<file path="config.mk">
export PLATFORM = sky130hd
export DESIGN_NAME = data_run_decoder
export DESIGN_NICKNAME = d
export VERILOG_FILES = /design/src/hw/rtl/drl_pkg.sv /design/src/hw/rtl/data_run_decoder.sv /design/src/hw/rtl/drl_front.sv /design/src/hw/rtl/drl_queue.sv /design/src/hw/rtl/drl_back.sv
export VERILOG_INCLUDE_DIRS = /design/src /design/src/hw/rtl
export SDC_FILE = /design/constraint.sdc
export NUM_CORES = 1
export LEC_CHECK = 0
export ABC_AREA = 1
export ABC_CLOCK_PERIOD_IN_PS = 8950
export BUFFER_PORTS_ARGS = -buffer_cell sky130_fd_sc_hd__buf_4
export CORE_ASPECT_RATIO = 1.2
export CORE_MARGIN = 4
export CORE_UTILIZATION = 61
export DETAILED_ROUTE_END_ITERATION = 7
export PLACE_DENSITY = 0.86
export RECOVER_POWER = 25
export SLEW_MARGIN = 20
export SYNTH_ARGS = -nofsm -noshare
export SYNTH_HDL_FRONTEND = slang
export SYNTH_SLANG_ARGS = --single-unit
</file>
<file path="constraint.sdc">
create_clock -name clk -period 8.95 [get_ports clk]
set_input_delay 1.3425 -clock clk [delete_from_list [all_inputs] [get_ports clk]]
set_output_delay 1.3425 -clock clk [all_outputs]
set_load 0.005 [all_outputs]
</file>
<file path="src/hw/rtl/data_run_decoder_defines.svh">
// ----------------------------------------------------------------------------
// data_run_decoder_defines : assertion macros for the data run decoder
// Shared property wrappers, clocked on the rising edge, off during reset.
// ----------------------------------------------------------------------------
`ifndef DATA_RUN_DECODER_DEFINES_SVH
`define DATA_RUN_DECODER_DEFINES_SVH

// Consequent must hold in the same cycle as the antecedent.
`define DRL_ASSERT_SAME(label, clk, rst_n, ante, cons) \
    label: assert property (@(posedge clk) disable iff (!rst_n) (ante) |-> (cons)) \
        else $error("data_run_decoder: same-cycle check failed");

// Consequent must hold in the cycle after the antecedent.
`define DRL_ASSERT_NEXT(label, clk, rst_n, ante, cons) \
    label: assert property (@(posedge clk) disable iff (!rst_n) (ante) |=> (cons)) \
        else $error("data_run_decoder: next-cycle check failed");

`endif

</file>
<file path="src/hw/rtl/drl_pkg.sv">
// ----------------------------------------------------------------------------
// drl_pkg : shared definitions for the data run decoder
// Widths, phase and status codes, and the run request passed front to back.
// ----------------------------------------------------------------------------
package drl_pkg;

    localparam int MAX_FIELD_BYTES = 8;
    localparam int POSITION_BITS   = 12;
    localparam int WORD_W          = 64;
    localparam int LANES           = WORD_W / 8;
    localparam int LANE_W          = $clog2(LANES);
    localparam int SIZE_W          = 4;
    localparam int QUEUE_DEPTH     = 2;
    localparam int QPTR_W          = $clog2(QUEUE_DEPTH);
    localparam int QCNT_W          = $clog2(QUEUE_DEPTH + 1);
    localparam int ADDR_W          = 3;
    localparam int DATA_W          = 32;

    localparam logic [POSITION_BITS-1:0] POS_MAX            = {POSITION_BITS{1'b1}};
    localparam logic [POSITION_BITS-1:0] STREAM_LIMIT_RESET = {POSITION_BITS{1'b1}};
    localparam logic [SIZE_W-1:0]        MAX_SIZE           = SIZE_W'(MAX_FIELD_BYTES);

    // register index carried by paddr[2]
    localparam logic REG_STREAM_LIMIT = 1'b0;

    typedef enum logic [1:0] {
        PH_STOPPED = 2'd0,
        PH_HEADER  = 2'd1,
        PH_LENGTH  = 2'd2,
        PH_OFFSET  = 2'd3
    } phase_t;

    typedef enum logic [1:0] {
        ST_ALLOC   = 2'd0,
        ST_UNALLOC = 2'd1,
        ST_END     = 2'd2,
        ST_ERROR   = 2'd3
    } status_t;

    // One request per emitted result. offset is already sign-extended;
    // restart asks the back end to clear the running cluster first.
    typedef struct packed {
        status_t             status;
        logic                restart;
        logic                first;
        logic [WORD_W-1:0]   length;
        logic [WORD_W-1:0]   offset;
    } run_cmd_t;

endpackage

</file>
<file path="src/hw/rtl/data_run_decoder.sv">
// Path: a byte that closes a run (or ends the stream) enters the request queue
//   at its accepting edge, then the output register once it is free or taken.
// Throughput: one byte per cycle; a stalled output fills the two-entry queue,
//   after which in_stall holds the input until the back end pops again.
// Reset: asynchronous, active low; decoder stopped until a start request,
//   stream_limit returns to 4095, no clearing pass.
// ----------------------------------------------------------------------------
// data_run_decoder : mapping-pairs data run decoder
// Byte-serial front end classifies header and field bytes, back end tracks
// the running cluster; a short queue decouples the two.
// ----------------------------------------------------------------------------
`include "data_run_decoder_defines.svh"

module data_run_decoder (
    input  logic                                clk,
    input  logic                                rst_n,
    // configuration port
    input  logic                                psel,
    input  logic                                penable,
    input  logic                                pwrite,
    input  logic [drl_pkg::ADDR_W-1:0]          paddr,
    input  logic [drl_pkg::DATA_W-1:0]          pwdata,
    output logic [drl_pkg::DATA_W-1:0]          prdata,
    output logic                                pready,
    // byte stream in
    input  logic                                in_valid,
    output logic                                in_stall,
    input  logic                                start_req,
    input  logic [7:0]                          data_byte,
    // run results out
    output logic                                out_valid,
    input  logic                                out_stall,
    output logic [1:0]                          status,
    output logic [drl_pkg::WORD_W-1:0]          run_length,
    output logic signed [drl_pkg::WORD_W-1:0]   cluster,
    output logic                                first_run
);

    logic [drl_pkg::POSITION_BITS-1:0]  stream_limit_reg, stream_limit_next;
    logic                               cfg_write;
    logic                               q_push, q_pop, q_valid, q_full;
    logic [drl_pkg::QCNT_W-1:0]         q_count;
    drl_pkg::run_cmd_t                  push_cmd, head_cmd;
    logic                               q_at_depth, out_closing, out_taken;

    // ---- configuration: single register, stream_limit at byte address 0 ----
    assign pready    = 1'b1;
    assign cfg_write = psel && penable && pwrite && pready;

    always_comb
    begin
        stream_limit_next = stream_limit_reg;
        if (cfg_write && paddr[2] == drl_pkg::REG_STREAM_LIMIT)
            stream_limit_next = pwdata[drl_pkg::POSITION_BITS-1:0];
    end

    // read back the limit while paddr[2] is clear; other addresses read as zero
    always_comb
    begin
        prdata = '0;
        if (paddr[2] == drl_pkg::REG_STREAM_LIMIT)
            prdata = drl_pkg::DATA_W'(stream_limit_reg);
    end

    always_ff @(posedge clk or negedge rst_n)
    begin
        if (!rst_n)
            stream_limit_reg <= drl_pkg::STREAM_LIMIT_RESET;
        else
            stream_limit_reg <= stream_limit_next;
    end

    // ---- front: accept bytes, assemble fields, raise one request per result ----
    drl_front u_front (
        .clk          (clk),
        .rst_n        (rst_n),
        .in_valid     (in_valid),
        .in_stall     (in_stall),
        .start_req    (start_req),
        .data_byte    (data_byte),
        .stream_limit (stream_limit_reg),
        .q_full       (q_full),
        .push         (q_push),
        .cmd          (push_cmd)
    );

    // ---- queue: hold requests while the output side stalls ----
    drl_queue u_queue (
        .clk       (clk),
        .rst_n     (rst_n),
        .push      (q_push),
        .push_data (push_cmd),
        .pop       (q_pop),
        .head      (head_cmd),
        .q_valid   (q_valid),
        .q_full    (q_full),
        .count     (q_count)
    );

    // ---- back: advance the running cluster and drive the result register ----
    drl_back u_back (
        .clk        (clk),
        .rst_n      (rst_n),
        .head       (head_cmd),
        .q_valid    (q_valid),
        .pop        (q_pop),
        .out_valid  (out_valid),
        .out_stall  (out_stall),
        .status     (status),
        .run_length (run_length),
        .cluster    (cluster),
        .first_run  (first_run)
    );

    // ---- checks ----
    assign q_at_depth  = q_count == drl_pkg::QCNT_W'(drl_pkg::QUEUE_DEPTH);
    assign out_closing = out_valid
                         && (status == drl_pkg::ST_END || status == drl_pkg::ST_ERROR);
    assign out_taken   = out_valid && !out_stall;

    // the front must never raise a request that the queue cannot take
    `DRL_ASSERT_SAME(a_no_push_when_full, clk, rst_n, q_push, !q_at_depth)
    // end and error results carry no length and never mark a first run
    `DRL_ASSERT_SAME(a_end_fields, clk, rst_n, out_closing, run_length == '0 && !first_run)
    // a taken result with nothing queued behind it leaves the output empty
    `DRL_ASSERT_NEXT(a_drain, clk, rst_n, out_taken && !q_valid, !out_valid)

endmodule

</file>
<file path="src/hw/rtl/drl_front.sv">
// ----------------------------------------------------------------------------
// drl_front : byte classifier and field assembler
// Tracks header/length/offset phase and builds one run request per run.
// ----------------------------------------------------------------------------
module drl_front (
    input  logic                                clk,
    input  logic                                rst_n,
    input  logic                                in_valid,
    output logic                                in_stall,
    input  logic                                start_req,
    input  logic [7:0]                          data_byte,
    input  logic [drl_pkg::POSITION_BITS-1:0]   stream_limit,
    input  logic                                q_full,
    output logic                                push,
    output drl_pkg::run_cmd_t                   cmd
);

    drl_pkg::phase_t                     phase_reg, phase_next, eff_phase;
    logic [drl_pkg::SIZE_W-1:0]          lsize_reg, lsize_next;
    logic [drl_pkg::SIZE_W-1:0]          osize_reg, osize_next;
    logic [drl_pkg::SIZE_W-1:0]          cnt_reg, cnt_next, cnt_inc;
    logic [drl_pkg::WORD_W-1:0]          len_reg, len_next, len_wr;
    logic [drl_pkg::WORD_W-1:0]          off_reg, off_next, off_wr;
    logic [drl_pkg::POSITION_BITS-1:0]   pos_reg, pos_next, eff_pos;
    logic                                first_reg, first_next, eff_first;
    logic                                restart_reg, restart_next, eff_restart;
    logic                                accept;
    logic [drl_pkg::SIZE_W-1:0]          hdr_len, hdr_off;
    logic                                hdr_end, hdr_bad, len_done, off_done;
    logic [drl_pkg::LANE_W-1:0]          lane;

    assign in_stall    = q_full;
    assign accept      = in_valid && !q_full;
    assign eff_phase   = start_req ? drl_pkg::PH_HEADER : phase_reg;
    assign eff_pos     = start_req ? '0 : pos_reg;
    assign eff_first   = start_req | first_reg;
    assign eff_restart = start_req | restart_reg;
    assign hdr_len     = data_byte[3:0];
    assign hdr_off     = data_byte[7:4];
    assign hdr_end     = (eff_pos > stream_limit) || (data_byte == 8'd0);
    assign hdr_bad     = (hdr_len > drl_pkg::MAX_SIZE) || (hdr_off > drl_pkg::MAX_SIZE);
    assign cnt_inc     = cnt_reg + 4'd1;
    assign len_done    = cnt_inc >= lsize_reg;
    assign off_done    = cnt_inc >= osize_reg;
    assign lane        = cnt_reg[drl_pkg::LANE_W-1:0];

    // byte lanes: length takes the byte in place, offset also fills sign above
    always_comb
    begin
        len_wr = len_reg;
        off_wr = off_reg;
        for (int i = 0; i < drl_pkg::LANES; i++)
        begin
            if (drl_pkg::LANE_W'(i) == lane)
            begin
                len_wr[i*8 +: 8] = data_byte;
                off_wr[i*8 +: 8] = data_byte;
            end
            else if (drl_pkg::LANE_W'(i) > lane)
            begin
                off_wr[i*8 +: 8] = {8{data_byte[7]}};
            end
        end
    end

    // next phase
    always_comb
    begin
        phase_next = phase_reg;
        if (accept)
        begin
            unique case (eff_phase)
                drl_pkg::PH_HEADER:
                begin
                    if (hdr_end || hdr_bad)
                        phase_next = drl_pkg::PH_STOPPED;
                    else if (hdr_len != '0)
                        phase_next = drl_pkg::PH_LENGTH;
                    else
                        phase_next = drl_pkg::PH_OFFSET;
                end
                drl_pkg::PH_LENGTH:
                begin
                    if (len_done)
                        phase_next = (osize_reg == '0) ? drl_pkg::PH_HEADER
                                                       : drl_pkg::PH_OFFSET;
                end
                drl_pkg::PH_OFFSET:
                begin
                    if (off_done)
                        phase_next = drl_pkg::PH_HEADER;
                end
                default:
                    phase_next = phase_reg;
            endcase
        end
    end

    // datapath and request outputs
    always_comb
    begin
        lsize_next   = lsize_reg;
        osize_next   = osize_reg;
        cnt_next     = cnt_reg;
        len_next     = len_reg;
        off_next     = off_reg;
        pos_next     = pos_reg;
        first_next   = first_reg;
        restart_next = restart_reg;
        push         = 1'b0;
        cmd.status   = drl_pkg::ST_END;
        cmd.restart  = eff_restart;
        cmd.first    = 1'b0;
        cmd.length   = '0;
        cmd.offset   = '0;
        if (accept && eff_phase != drl_pkg::PH_STOPPED)
        begin
            first_next   = eff_first;
            restart_next = eff_restart;
            pos_next     = (eff_pos < drl_pkg::POS_MAX) ? eff_pos + 1'b1 : eff_pos;
            unique case (eff_phase)
                drl_pkg::PH_HEADER:
                begin
                    if (hdr_end || hdr_bad)
                    begin
                        push       = 1'b1;
                        cmd.status = hdr_end ? drl_pkg::ST_END : drl_pkg::ST_ERROR;
                    end
                    else
                    begin
                        lsize_next = hdr_len;
                        osize_next = hdr_off;
                        cnt_next   = '0;
                        len_next   = '0;
                        off_next   = '0;
                    end
                end
                drl_pkg::PH_LENGTH:
                begin
                    len_next = len_wr;
                    cnt_next = len_done ? '0 : cnt_inc;
                    if (len_done && osize_reg == '0)
                    begin
                        push       = 1'b1;
                        cmd.status = drl_pkg::ST_UNALLOC;
                        cmd.first  = eff_first;
                        cmd.length = len_wr;
                    end
                end
                drl_pkg::PH_OFFSET:
                begin
                    off_next = off_wr;
                    cnt_next = off_done ? '0 : cnt_inc;
                    if (off_done)
                    begin
                        push       = 1'b1;
                        cmd.status = drl_pkg::ST_ALLOC;
                        cmd.first  = eff_first;
                        cmd.length = len_reg;
                        cmd.offset = off_wr;
                    end
                end
                default:
                    push = 1'b0;
            endcase
            // a run closes the first-run window; any request carries the restart
            if (push)
            begin
                restart_next = 1'b0;
                if (cmd.status == drl_pkg::ST_ALLOC || cmd.status == drl_pkg::ST_UNALLOC)
                    first_next = 1'b0;
            end
        end
    end

    always_ff @(posedge clk or negedge rst_n)
    begin
        if (!rst_n)
        begin
            phase_reg   <= drl_pkg::PH_STOPPED;
            lsize_reg   <= '0;
            osize_reg   <= '0;
            cnt_reg     <= '0;
            len_reg     <= '0;
            off_reg     <= '0;
            pos_reg     <= '0;
            first_reg   <= 1'b1;
            restart_reg <= 1'b0;
        end
        else
        begin
            phase_reg   <= phase_next;
            lsize_reg   <= lsize_next;
            osize_reg   <= osize_next;
            cnt_reg     <= cnt_next;
            len_reg     <= len_next;
            off_reg     <= off_next;
            pos_reg     <= pos_next;
            first_reg   <= first_next;
            restart_reg <= restart_next;
        end
    end

endmodule

</file>
<file path="src/hw/rtl/drl_queue.sv">
// ----------------------------------------------------------------------------
// drl_queue : short request queue between front and back
// Two-entry register queue; head is read combinationally.
// ----------------------------------------------------------------------------
module drl_queue (
    input  logic                            clk,
    input  logic                            rst_n,
    input  logic                            push,
    input  drl_pkg::run_cmd_t               push_data,
    input  logic                            pop,
    output drl_pkg::run_cmd_t               head,
    output logic                            q_valid,
    output logic                            q_full,
    output logic [drl_pkg::QCNT_W-1:0]      count
);

    drl_pkg::run_cmd_t                  entry_reg [drl_pkg::QUEUE_DEPTH];
    logic [drl_pkg::QPTR_W-1:0]         wr_ptr_reg, wr_ptr_next;
    logic [drl_pkg::QPTR_W-1:0]         rd_ptr_reg, rd_ptr_next;
    logic [drl_pkg::QCNT_W-1:0]         count_reg, count_next;
    logic                               do_push, do_pop;

    assign q_valid = count_reg != '0;
    assign q_full  = count_reg == drl_pkg::QCNT_W'(drl_pkg::QUEUE_DEPTH);
    assign count   = count_reg;
    assign head    = entry_reg[rd_ptr_reg];
    assign do_push = push && !q_full;
    assign do_pop  = pop && q_valid;

    always_comb
    begin
        wr_ptr_next = do_push ? wr_ptr_reg + 1'b1 : wr_ptr_reg;
        rd_ptr_next = do_pop ? rd_ptr_reg + 1'b1 : rd_ptr_reg;
        count_next  = count_reg;
        if (do_push && !do_pop)
            count_next = count_reg + 1'b1;
        else if (do_pop && !do_push)
            count_next = count_reg - 1'b1;
    end

    always_ff @(posedge clk)
    begin
        if (do_push)
            entry_reg[wr_ptr_reg] <= push_data;
    end

    always_ff @(posedge clk or negedge rst_n)
    begin
        if (!rst_n)
        begin
            wr_ptr_reg <= '0;
            rd_ptr_reg <= '0;
            count_reg  <= '0;
        end
        else
        begin
            wr_ptr_reg <= wr_ptr_next;
            rd_ptr_reg <= rd_ptr_next;
            count_reg  <= count_next;
        end
    end

endmodule

</file>
<file path="src/hw/rtl/drl_back.sv">
// ----------------------------------------------------------------------------
// drl_back : running-cluster adder and output register
// Pops one request, adds its offset to the running cluster, holds the result.
// ----------------------------------------------------------------------------
module drl_back (
    input  logic                            clk,
    input  logic                            rst_n,
    input  drl_pkg::run_cmd_t               head,
    input  logic                            q_valid,
    output logic                            pop,
    output logic                            out_valid,
    input  logic                            out_stall,
    output logic [1:0]                      status,
    output logic [drl_pkg::WORD_W-1:0]      run_length,
    output logic signed [drl_pkg::WORD_W-1:0] cluster,
    output logic                            first_run
);

    logic [drl_pkg::WORD_W-1:0]  running_reg, running_next;
    logic [drl_pkg::WORD_W-1:0]  base, sum;
    logic                        valid_reg, valid_next;
    drl_pkg::status_t            status_reg;
    logic [drl_pkg::WORD_W-1:0]  length_reg, cluster_reg;
    logic                        first_reg;

    assign pop          = q_valid && (!valid_reg || !out_stall);
    assign base         = head.restart ? '0 : running_reg;
    assign sum          = base + head.offset;
    assign running_next = pop ? sum : running_reg;
    assign valid_next   = pop || (valid_reg && out_stall);

    assign out_valid  = valid_reg;
    assign status     = status_reg;
    assign run_length = length_reg;
    assign cluster    = cluster_reg;
    assign first_run  = first_reg;

    always_ff @(posedge clk)
    begin
        if (pop)
        begin
            status_reg  <= head.status;
            length_reg  <= head.length;
            cluster_reg <= sum;
            first_reg   <= head.first;
        end
    end

    always_ff @(posedge clk or negedge rst_n)
    begin
        if (!rst_n)
        begin
            valid_reg   <= 1'b0;
            running_reg <= '0;
        end
        else
        begin
            valid_reg   <= valid_next;
            running_reg <= running_next;
        end
    end

endmodule
</file>
======== Word level (Yosys, flattened, before mapping) ========
Memories as Yosys holds them, arrays and structs flattened.
Index checks and enable logic that the tools add are counted.
word-level totals
  flip-flop bits (word level) ............. 368
  bits in latches ......................... 0
  memory bits (writable) .................. 264
  bits in read-only memories .............. 0
  input bits .............................. 51
  output and inout port bits .............. 166
  logic and storage cells ................. 166
  memories ................................ 1
cells by class
  $add $sub $neg .......................... 7
  $mul .................................... 0
  div/mod/pow operators ................... 0
  magnitude comparators ................... 14
  eq/ne operators ......................... 15
  shift-type cells ........................ 0
  mux-type cells .......................... 67
  bitwise gates (word level) .............. 4
  reductions and logical operators ........ 39
memory list
  name               words  bits a word  read ports  clocked after Yosys merged registers in  write ports  RTL line         source
  u_queue.entry_reg  2      132          1           0                                        1            drl_queue.sv:17  drl_pkg::run_cmd_t entry_reg [drl_pkg::QUEUE_DEPTH];
operators by type and width
  kind                   number
  $mux 129               2
  $pmux 64 s2            2
  $mux 64                3
  $mux 8                 24
  $pmux 65 s2            1
  $mux 65                1
  $add 64x64->64         1
  $mux 12                3
  $mux 2                 12
  $add 12x1->12 const B  1
  $eq 3x3->1 const A     4
  $gt 12x12->1           1
  $gt 3x3->1 const A     4
  $logic_and 1x1->1      12
  $lt 12x12->1 const B   1
  $mux 1                 12
  $mux 4                 3
  $pmux 2 s3             2
  $pmux 4 s3             1
  $reduce_and 3->1       4
  $reduce_bool 2->1      5
  $ge 4x4->1             2
  $gt 4x4->1 const B     2
  $logic_not 8->1        1
  other kinds (23)       42

======== Depth between registers and ports, before layout ========
Gate-level depths: netlist (run 1).
  word-level depth ........................ 13
  mapped depth ............................ 22
  depth with buffers taken out ............ 20

======== By module ========
From an unflattened synthesis (run 1), not the netlist that was laid out.
unflattened totals
  cell total of the unflattened synthesis .. 4081
  area total of the unflattened synthesis .. 33342.0 um^2
modules (own cells, without submodules)
  module            times used  cells each  area an instance (um^2)  sequential area each (um^2)
  drl_back          1           1818        12841.1                  5560.3
  drl_front         1           1438        9863.2                   3704.8
  drl_queue         1           721         9859.5                   8027.7
  data_run_decoder  1           104         778.2                    315.3

======== Least setup slack after synthesis (run 1) ========
No wires, ideal clock.
  path kind ............................... input to register
  start ................................... in start_req
  end ..................................... mem u_queue.entry_reg[1][0] in the netlist's numbering, enable pin
  data arrival time ....................... 8.039 ns
  data required time ...................... 8.325 ns
  setup slack ............................. 0.286 ns
  cell stages on the path ................. 13
  path buffers ............................ 1
  path through ............................ buf_6 -> nor2_1 -> ha_1 -> nand2_1 -> nor2_1 -> nand3_1 -> nor2_2 -> nand3_1 -> nand3_2 -> nand2_1 -> nand3_2 -> a21oi_1 -> nor2_1
between the ends
  longest elaborated chain between the ends .. 11
RTL lines
  element                         RTL line                source
  start: declaration              data_run_decoder.sv:28  input logic start_req,
  $mux 12                         drl_front.sv:35         assign eff_pos = start_req ? '0 : pos_reg;
  $gt 12x12->1                    drl_front.sv:40         assign hdr_end = (eff_pos > stream_limit) || (data_byte == 8'd0);
  $logic_or 1x1->1                drl_front.sv:40
  $logic_or 1x1->1                drl_front.sv:124        if (hdr_end || hdr_bad)
  $mux 1                          drl_front.sv:124
  $pmux 1 s3                      drl_front.sv:121        unique case (eff_phase)
  $mux 1                          drl_front.sv:116        if (accept && eff_phase != drl_pkg::PH_STOPPED)
  $mux 1 *                        drl_front.sv:116
  $logic_and 1x1->1 *             drl_queue.sv:27         assign do_push = push && !q_full;
  $mux 1 *                        drl_queue.sv:43         if (do_push)
  $mux 1 (not written as such) *  drl_queue.sv:44         entry_reg[wr_ptr_reg] <= push_data;
  end: declaration                drl_queue.sv:17
Mark *: on every way between the ends. The rest lies on a longest branch, timed or not. The select of a mux whose other input is x is not followed.

======== Worst setup path in the final report (run 1) ========
  start ................................... reg u_queue.rd_ptr_reg
  end ..................................... reg u_back.cluster_reg (netlist bit u_back.cluster[58]), data pin
between the ends
  longest elaborated chain between the ends .. 3
RTL lines
  element                   RTL line         source
  start: declaration        drl_queue.sv:19  logic [drl_pkg::QPTR_W-1:0] rd_ptr_reg, rd_ptr_next;
  start signal: assignment  drl_queue.sv:58  rd_ptr_reg <= rd_ptr_next;
  $mem_v2 2x132 *           n/a
  $mux 64                   drl_back.sv:27   assign base = head.restart ? '0 : running_reg;
  $add 64x64->64 *          drl_back.sv:28   assign sum = base + head.offset;
  via u_back.sum, one bit   drl_back.sv:20   logic [drl_pkg::WORD_W-1:0] base, sum;
  end signal: assignment    drl_back.sv:44   cluster_reg <= sum;
  end: declaration          drl_back.sv:23   logic [drl_pkg::WORD_W-1:0] length_reg, cluster_reg;
Mark *: on every way through the listed nets, which the timed path passes. The rest lies on a longest branch.
A chain may end at the register's enable or synchronous reset.

==> reports/metrics.yaml, run 1 <==
fmax_ghz: 0.157
synth_edf_count: 395
yosysUniqueCellTypes: 45
crit_arrival_ps: 6730
syn_area_um2: 32500
ys_seq_area_frac: 0.542
drcViolationCount: 0
drive_gt1_frac: 0.0838
post-route-period-util: 0.711
ff_latch_area_um2: 17600
cts_setup_buffers: 0
routed.top_layer: "met5"
overflow: 0
drt-met1-wl_um: 33900
track_usage: 0.295
routed_wl_um: 85400
cts_max_level: 2
numCtsBuffers: 57
min_from: "u_front.off_reg[51]"
maxSlewViolCount: 101
cp_max_fo: 69
cts_resized: 0
power_leakage_uw: 0.0169
endpoint_kind: "flop"
slew_headroom: -0.653
cts_tree: "yes"
drt-initial-drc-count: 3468
r2r_setup_slack_ps: 2590
avgRoutedWirePerCell_um: 18.1
status: "finished with violations"
vias: 26800
yosys.area.top_type: "edfxtp_1"
maxCapViolations: 2
cts_hold_buffers: 0
crit_slowest_cell: "dfrtp_1"
critPathTopFamily: "simple AND/OR/NAND/NOR gates"
die_area_um2: 57100
start_util: 0.618
path_cells: "inv_4 > nand2_1 > nand2_2 > buf_4 > inv_1 > nand2_1 > fa_1 > nand3b_1 > nand2_1 > nand2_1 > nand3_1 > nand2_1 > nand2_1 > nand2_1 > nand3_1 > nand2_1 > nand2_1 > nand2_1 > and2_1"
largest_reg_flops: 264
syn_inst: 3864
port_buffers: 173
cp_num_buf_inv: 3
synth_seq_cells: 624
hold_depth: 2
power_uw: 12600
grt_start_max_net_pins: 166
met3_length_um: 6460
clock_skew_ps: 21.7
ctsRootBufferMaster: "clkbuf_16"
hold_viol_final: 0
setup_tns_ps: 0
clk_pin_slew_ps: 60
rows: 92
power_density_nw_per_um2: 350
core-area_um2: 52600
drtAntennaViolNets: 0
antennaDiodeCount: 0
dieHeight_um: 261
die_w_um: 219
multi_input_area_um2: 12400
hold_class: "flop to flop"
via_per_inst: 5.70
wl_met2_um: 40300
ir_drop_uv: 269
fin_crit_ps: 6360
cpPeakStageDelay_ps: 2010
yosys_warnings: 0
drtPass1Iterations: 6
worst_ep_required_time_ps: 9310
synthArstFlopShare: 0.367
rsz0062_at_grt: "no"
final_nets: 4092
whs_endpoint: "u_front.off_reg[51]"
postSynthAreaPerCell_um2: 8.41
grt_pass1_vias: 25000
path_class: "flop to flop"
synthTopCellsByArea: "edfxtp_1, dfrtp_1, nand2_1"
cts_num_sinks: 624
fillers: 4116
ioPinCount: 217
grt_pass1_wl_um: 133000
place_hpwl_um: 58700
reg2reg_to: "u_back.cluster[58]"
antenna_found_initial: 3
setup_violations: 0
worst_pin_slew_ps: 2480
violations: "capacitance limit, slew limit"
place.gp.congestion: 0.966
crit_path_start_kind: "flop"
r2r_cells: 19
synthDominantCellAreaShare: 0.365
reg2reg_from: "u_queue.rd_ptr_reg"
area_growth_pct: 10.7
crit_top_cell: "nand2_1"
synth-main-ff-cell: "edfxtp_1"
clk_latency_ps: 630
clockBufferDepth: 3
==> worst max-delay path by stage <==
stage / startpoint / end / slack (ps) / depth (start not counted)
after floorplan: start_req / u_queue.entry_reg[1][0] / 290 / 13
after global placement: start_req / u_queue.entry_reg[0][0] / 3600 / 18
after detailed placement: start_req / u_queue.entry_reg[0][3] / 3570 / 18
after CTS: u_front.cnt_reg[2] / u_queue.entry_reg[0][10] / 3890 / 15
after global routing: u_queue.rd_ptr_reg / u_back.cluster[60] / 2100 / 19
final: u_queue.rd_ptr_reg / u_back.cluster[58] / 2590 / 19
==> final cells by class <==
cell class                      count  area share
Multi-Input combinational cell   2630       0.345
Clock buffer                       64      0.0415
Tap cell                          705      0.0245
Clock inverter                     42      0.0119
Sequential cell                   624       0.489
Timing Repair Buffer              196      0.0407
Inverter                          444      0.0467
==> synthesized netlist by cell type (2+ instances only) <==
| library cell | number |
|---|---|
| nand2_1 | 1158 |
| inv_1 | 437 |
| nor2_1 | 407 |
| edfxtp_1 | 395 |
| nand3_1 | 292 |
| dfrtp_1 | 216 |
| a21oi_1 | 190 |
| o21ai_0 | 178 |
| clkbuf_1 | 90 |
| ha_1 | 87 |
| nand4_1 | 69 |
| buf_2 | 44 |
| xor2_1 | 42 |
| nor3_1 | 33 |
| and2_1 | 27 |
| o21bai_1 | 24 |
| buf_1 | 22 |
| buf_4 | 22 |
| nor4_1 | 14 |
| dfstp_2 | 13 |
| nand3b_1 | 11 |
| o21ai_1 | 11 |
| o211ai_1 | 10 |
| or2_2 | 10 |
| a211oi_1 | 8 |
| buf_6 | 7 |
| nor2_2 | 7 |
| xnor2_1 | 7 |
| inv_2 | 5 |
| o21a_1 | 5 |
| a21boi_0 | 4 |
| nand3_2 | 4 |
| clkinv_1 | 2 |
| conb_1 | 2 |
==> cells by family after synthesis <==
family          count (synthesis)  synth area share
compound gates                434            0.0711
xor+xnor                       49            0.0132
fa+ha+maj                      88            0.0341
buf+inv                       629            0.0785
flops                         624             0.542
mux                             1          0.000308
other cells                     2          0.000231
simple gates                 2037             0.261
==> metal layers <==
metal | vias up | GRT usage
met1 | 12400 | 0.395
met2 | 1332 | 0.482
met3 | 304 | 0.0419
met4 | 4 | 0.136
met5 | - | 0
li1 | 12700 | -
==> cell usage in the layout, fill, tap and decap left out, types with 5 or more instances in the layout <==
cell	n
conb_1	21
dfstp_2	13
nor2_2	6
bufinv_16	6
clkbuf_1	11
dfrtp_1	216
and2_1	27
clkbuf_4	51
xor2_1	42
o21ai_0	178
clkinv_2	8
nor4_1	14
nand2_1	1156
buf_4	136
clkbuf_16	58
inv_1	434
edfxtp_1	395
nand4_1	69
clkinv_4	5
a211oi_1	8
a21oi_1	190
o211ai_1	10
nor2_1	406
ha_1	87
clkinv_1	9
o21bai_1	24
o21ai_1	11
nand3b_1	11
inv_2	5
or2_2	10
nand3_1	292
clkinvlp_4	11
o21a_1	5
nor3_1	33
xnor2_1	7
==> report_power, final <==
| group | switching (uW) | leakage (uW) | internal (uW) |
|---|---|---|---|
| combinational | 3810 | 0.00921 | 1730 |
| clock | 1100 | 0.000910 | 1390 |
| sequential | 355 | 0.00674 | 4220 |
| total | 5260 | 0.0169 | 7340 |
==> tightest hold or removal path: cells and delay by family, from the launching register on <==
kind,cells,cell delay [ps]
DFF,1,340
and+or+nand+nor,2,100
==> per-stage QoR <==
stage / utilization / hold WS [ps] / instances / cell area, um^2 / worst slack [ps]
floorplan: - / 434 / 3883 / 32600 / 286
global placement: 0.648 / 447 / 4599 / 34100 / 3600
detailed placement: 0.648 / 453 / 4599 / 34100 / 3570
CTS: 0.685 / 469 / 4705 / 36000 / 3890
global route: 0.684 / 485 / 4705 / 36000 / 2100
finish: 0.684 / 468 / 4705 / 36000 / 2590
No activity file was read; power rests on OpenSTA's default activity.
==> run 2: changes to the inputs <==
--- a/config.mk
+++ b/config.mk
@@ -7,7 +7,7 @@
 export NUM_CORES = 1
 export LEC_CHECK = 0
 export ABC_AREA = 1
-export ABC_CLOCK_PERIOD_IN_PS = 8950
+export ABC_CLOCK_PERIOD_IN_PS = 5980
 export BUFFER_PORTS_ARGS = -buffer_cell sky130_fd_sc_hd__buf_4
 export CORE_ASPECT_RATIO = 1.2
 export CORE_MARGIN = 4
==> constraint.sdc (replaced) <==
create_clock -name clk -period 5.98 [get_ports clk]
set_input_delay 0.897 -clock clk [delete_from_list [all_inputs] [get_ports clk]]
set_output_delay 0.897 -clock clk [all_outputs]
set_load 0.005 [all_outputs]
==> run 2 against run 1 <==
Compared with the run above:
- the run still ends with capacitance limit, slew limit left
- sequential share of layout area hardly changed
- utilization rose by 0.074 points
- clock skew grew 4.2 ps
- final cell count up 0.19%
- non-clock buffer count rose by 7
- critical path depth did not move
- wire length grew 0.75%
- sequential power up 49%
- critical endpoint is now u_back.cluster[62]
- largest cell class unchanged
==> reports/metrics.yaml, run 2 (synthesis gave the netlist of run 1 again) <==
post_dp_cell_area_um2: 34200  # +0.19%
drt-initial-drc-count: 3520  # +1.5%
fillers: 4028  # -2.1%
crit_top_cell: "nand2_1"
crit_start: "u_queue.rd_ptr_reg"
power_leakage_uw: 0.0169  # +0.42%
antennaDiodeCount: 0  # unchanged
overflow: 0  # unchanged
stdcell_area_um2: 36000  # +0.11%
die_area_um2: 57100  # unchanged
setup_violations: 0  # unchanged
power_uw: 18900  # +50%
cts_num_sinks: 624  # unchanged
reg2reg_from: "u_queue.rd_ptr_reg"
drtPass1Iterations: 6  # unchanged
ctsRootBufferMaster: "clkbuf_16"
start_util: 0.618  # unchanged
cts_hold_buffers: 0  # unchanged
worst_ep_required_time_ps: 6370  # -2940 ps
cts_tree: "yes"
place.gp.congestion: 1.03  # +6.8%
path_cells: "inv_4 > clkbuf_1 > nand2_1 > nand2_1 > ha_1 > inv_1 > fa_1 > nand3b_1 > nand2_1 > nand2_1 > nand3_1 > nand2_1 > nand3_1 > nand2_1 > nand2_1 > nand2_1 > nand2_1 > nand2_1 > and2_1"
cp_num_buf_inv: 3  # unchanged
post-route-period-util: 0.823  # +0.112
status: "finished with violations"
violations: "capacitance limit, slew limit"
cts_setup_buffers: 0  # unchanged
maxSlewViolCount: 207  # +100%
ioPinCount: 217  # unchanged
slew_headroom: -1.40  # -0.743
area_growth_pct: 10.8
rows: 92  # unchanged
clk_pin_slew_ps: 60  # about the same
layout_commonest_cell: "nand2_1"
track_usage: 0.299  # +0.00370
final_cell_mix: "nand2_1, inv_1, nor2_1, edfxtp_1, nand3_1"
endpoint_kind: "flop"
cpPeakStageDelay_ps: 1160  # -850 ps
drive_gt1_frac: 0.0861  # +0.00231
clockBufferDepth: 3  # unchanged
drcViolationCount: 0  # unchanged
rsz0062_at_grt: "no"
power_density_nw_per_um2: 526  # +50%
cts_resized: 0  # unchanged
post-place-ws_ps: 1450  # -2120 ps
hold_class: "input pin to asynchronous set/reset pin"
clk_latency_ps: 640  # about the same
grt_pass1_vias: 25100  # +0.34%
fin_crit_ps: 4920  # -1440 ps
worst_pin_slew_ps: 3590  # +1110 ps
hold_viol_final: 0  # unchanged
crit_slowest_cell: "clkbuf_1"
core-area_um2: 52600  # unchanged
crit_path_start_kind: "flop"
routed_wl_um: 86000  # +0.75%
setup_tns_ps: 0  # unchanged
cp_max_fo: 34  # -51%
largest_reg_flops: 264  # unchanged
clock_skew_ps: 25.9  # +4.19 ps
dieHeight_um: 261  # unchanged
path_class: "flop to flop"
antenna_found_initial: 1  # -2
maxCapViolations: 3  # +1
via_per_inst: 5.70  # about the same
multi_input_area_um2: 12400  # unchanged
avgRoutedWirePerCell_um: 18.2  # +0.56%
grt_start_max_net_pins: 141  # -15%
grt_pass1_wl_um: 135000  # +1.5%
fmax_ghz: 0.203  # +29%
crit_arrival_ps: 5310  # -1420 ps
ff_latch_area_um2: 17600  # about the same
numCtsBuffers: 58  # +1.8%
critPathTopFamily: "simple AND/OR/NAND/NOR gates"
setup_ws_ps: 1060  # -1530 ps
vias: 26900  # +0.28%
drtAntennaViolNets: 0  # unchanged
place_hpwl_um: 59300  # +1.0%
port_buffers: 173  # unchanged
ir_drop_uv: 348  # +29%
final_nets: 4100  # +0.20%
die_w_um: 219  # unchanged
cts_max_level: 2  # unchanged
-- run 2: layout make-up --
class                           count  area share
Sequential cell                   624       0.489
Timing Repair Buffer              203      0.0424
Inverter                          444      0.0466
Multi-Input combinational cell   2630       0.345
Tap cell                          705      0.0245
Clock inverter                     39      0.0103
Clock buffer                       69      0.0423
-- run 2: metrics by stage --
stage	hold WS [ps]	utilization	std cells
after floorplan	434	-	3883
after global placement	446	0.649	4606
after detailed placement	451	0.649	4606
after CTS	306	0.685	4714
after global routing	329	0.685	4714
final	215	0.685	4714
-- run 2: final timing paths --
path | depth (start not counted) | endpoint | slack, ps
setup / recovery | 19 | u_back.cluster[62] | 1060
hold / removal | 1 | u_front.len_reg[55] | 210
setup reg to reg | 19 | u_back.cluster[62] | 1060
hold reg to reg | 2 | u_front.off_reg[50] | 470
max in group asynchronous | 2 | u_back.running_reg[1] | 1730
min in group clk | 2 | u_front.off_reg[50] | 470
-- run 2: per-layer routing --
metal	wire (um)	GRT usage	up-vias
li1	-	-	12700
met1	34100	0.403	12600
met5	13	0	-
met3	6650	0.0439	262
met4	4430	0.127	2
met2	40800	0.489	1308
-- run 2: power by group --
part | switching (uW) | total [uW] | internal, uW | leakage, uW
Clock | 1670 | 3720 | 2050 | 0.000928
Sequential | 493 | 6820 | 6320 | 0.00674
Combinational | 5780 | 8410 | 2630 | 0.00927
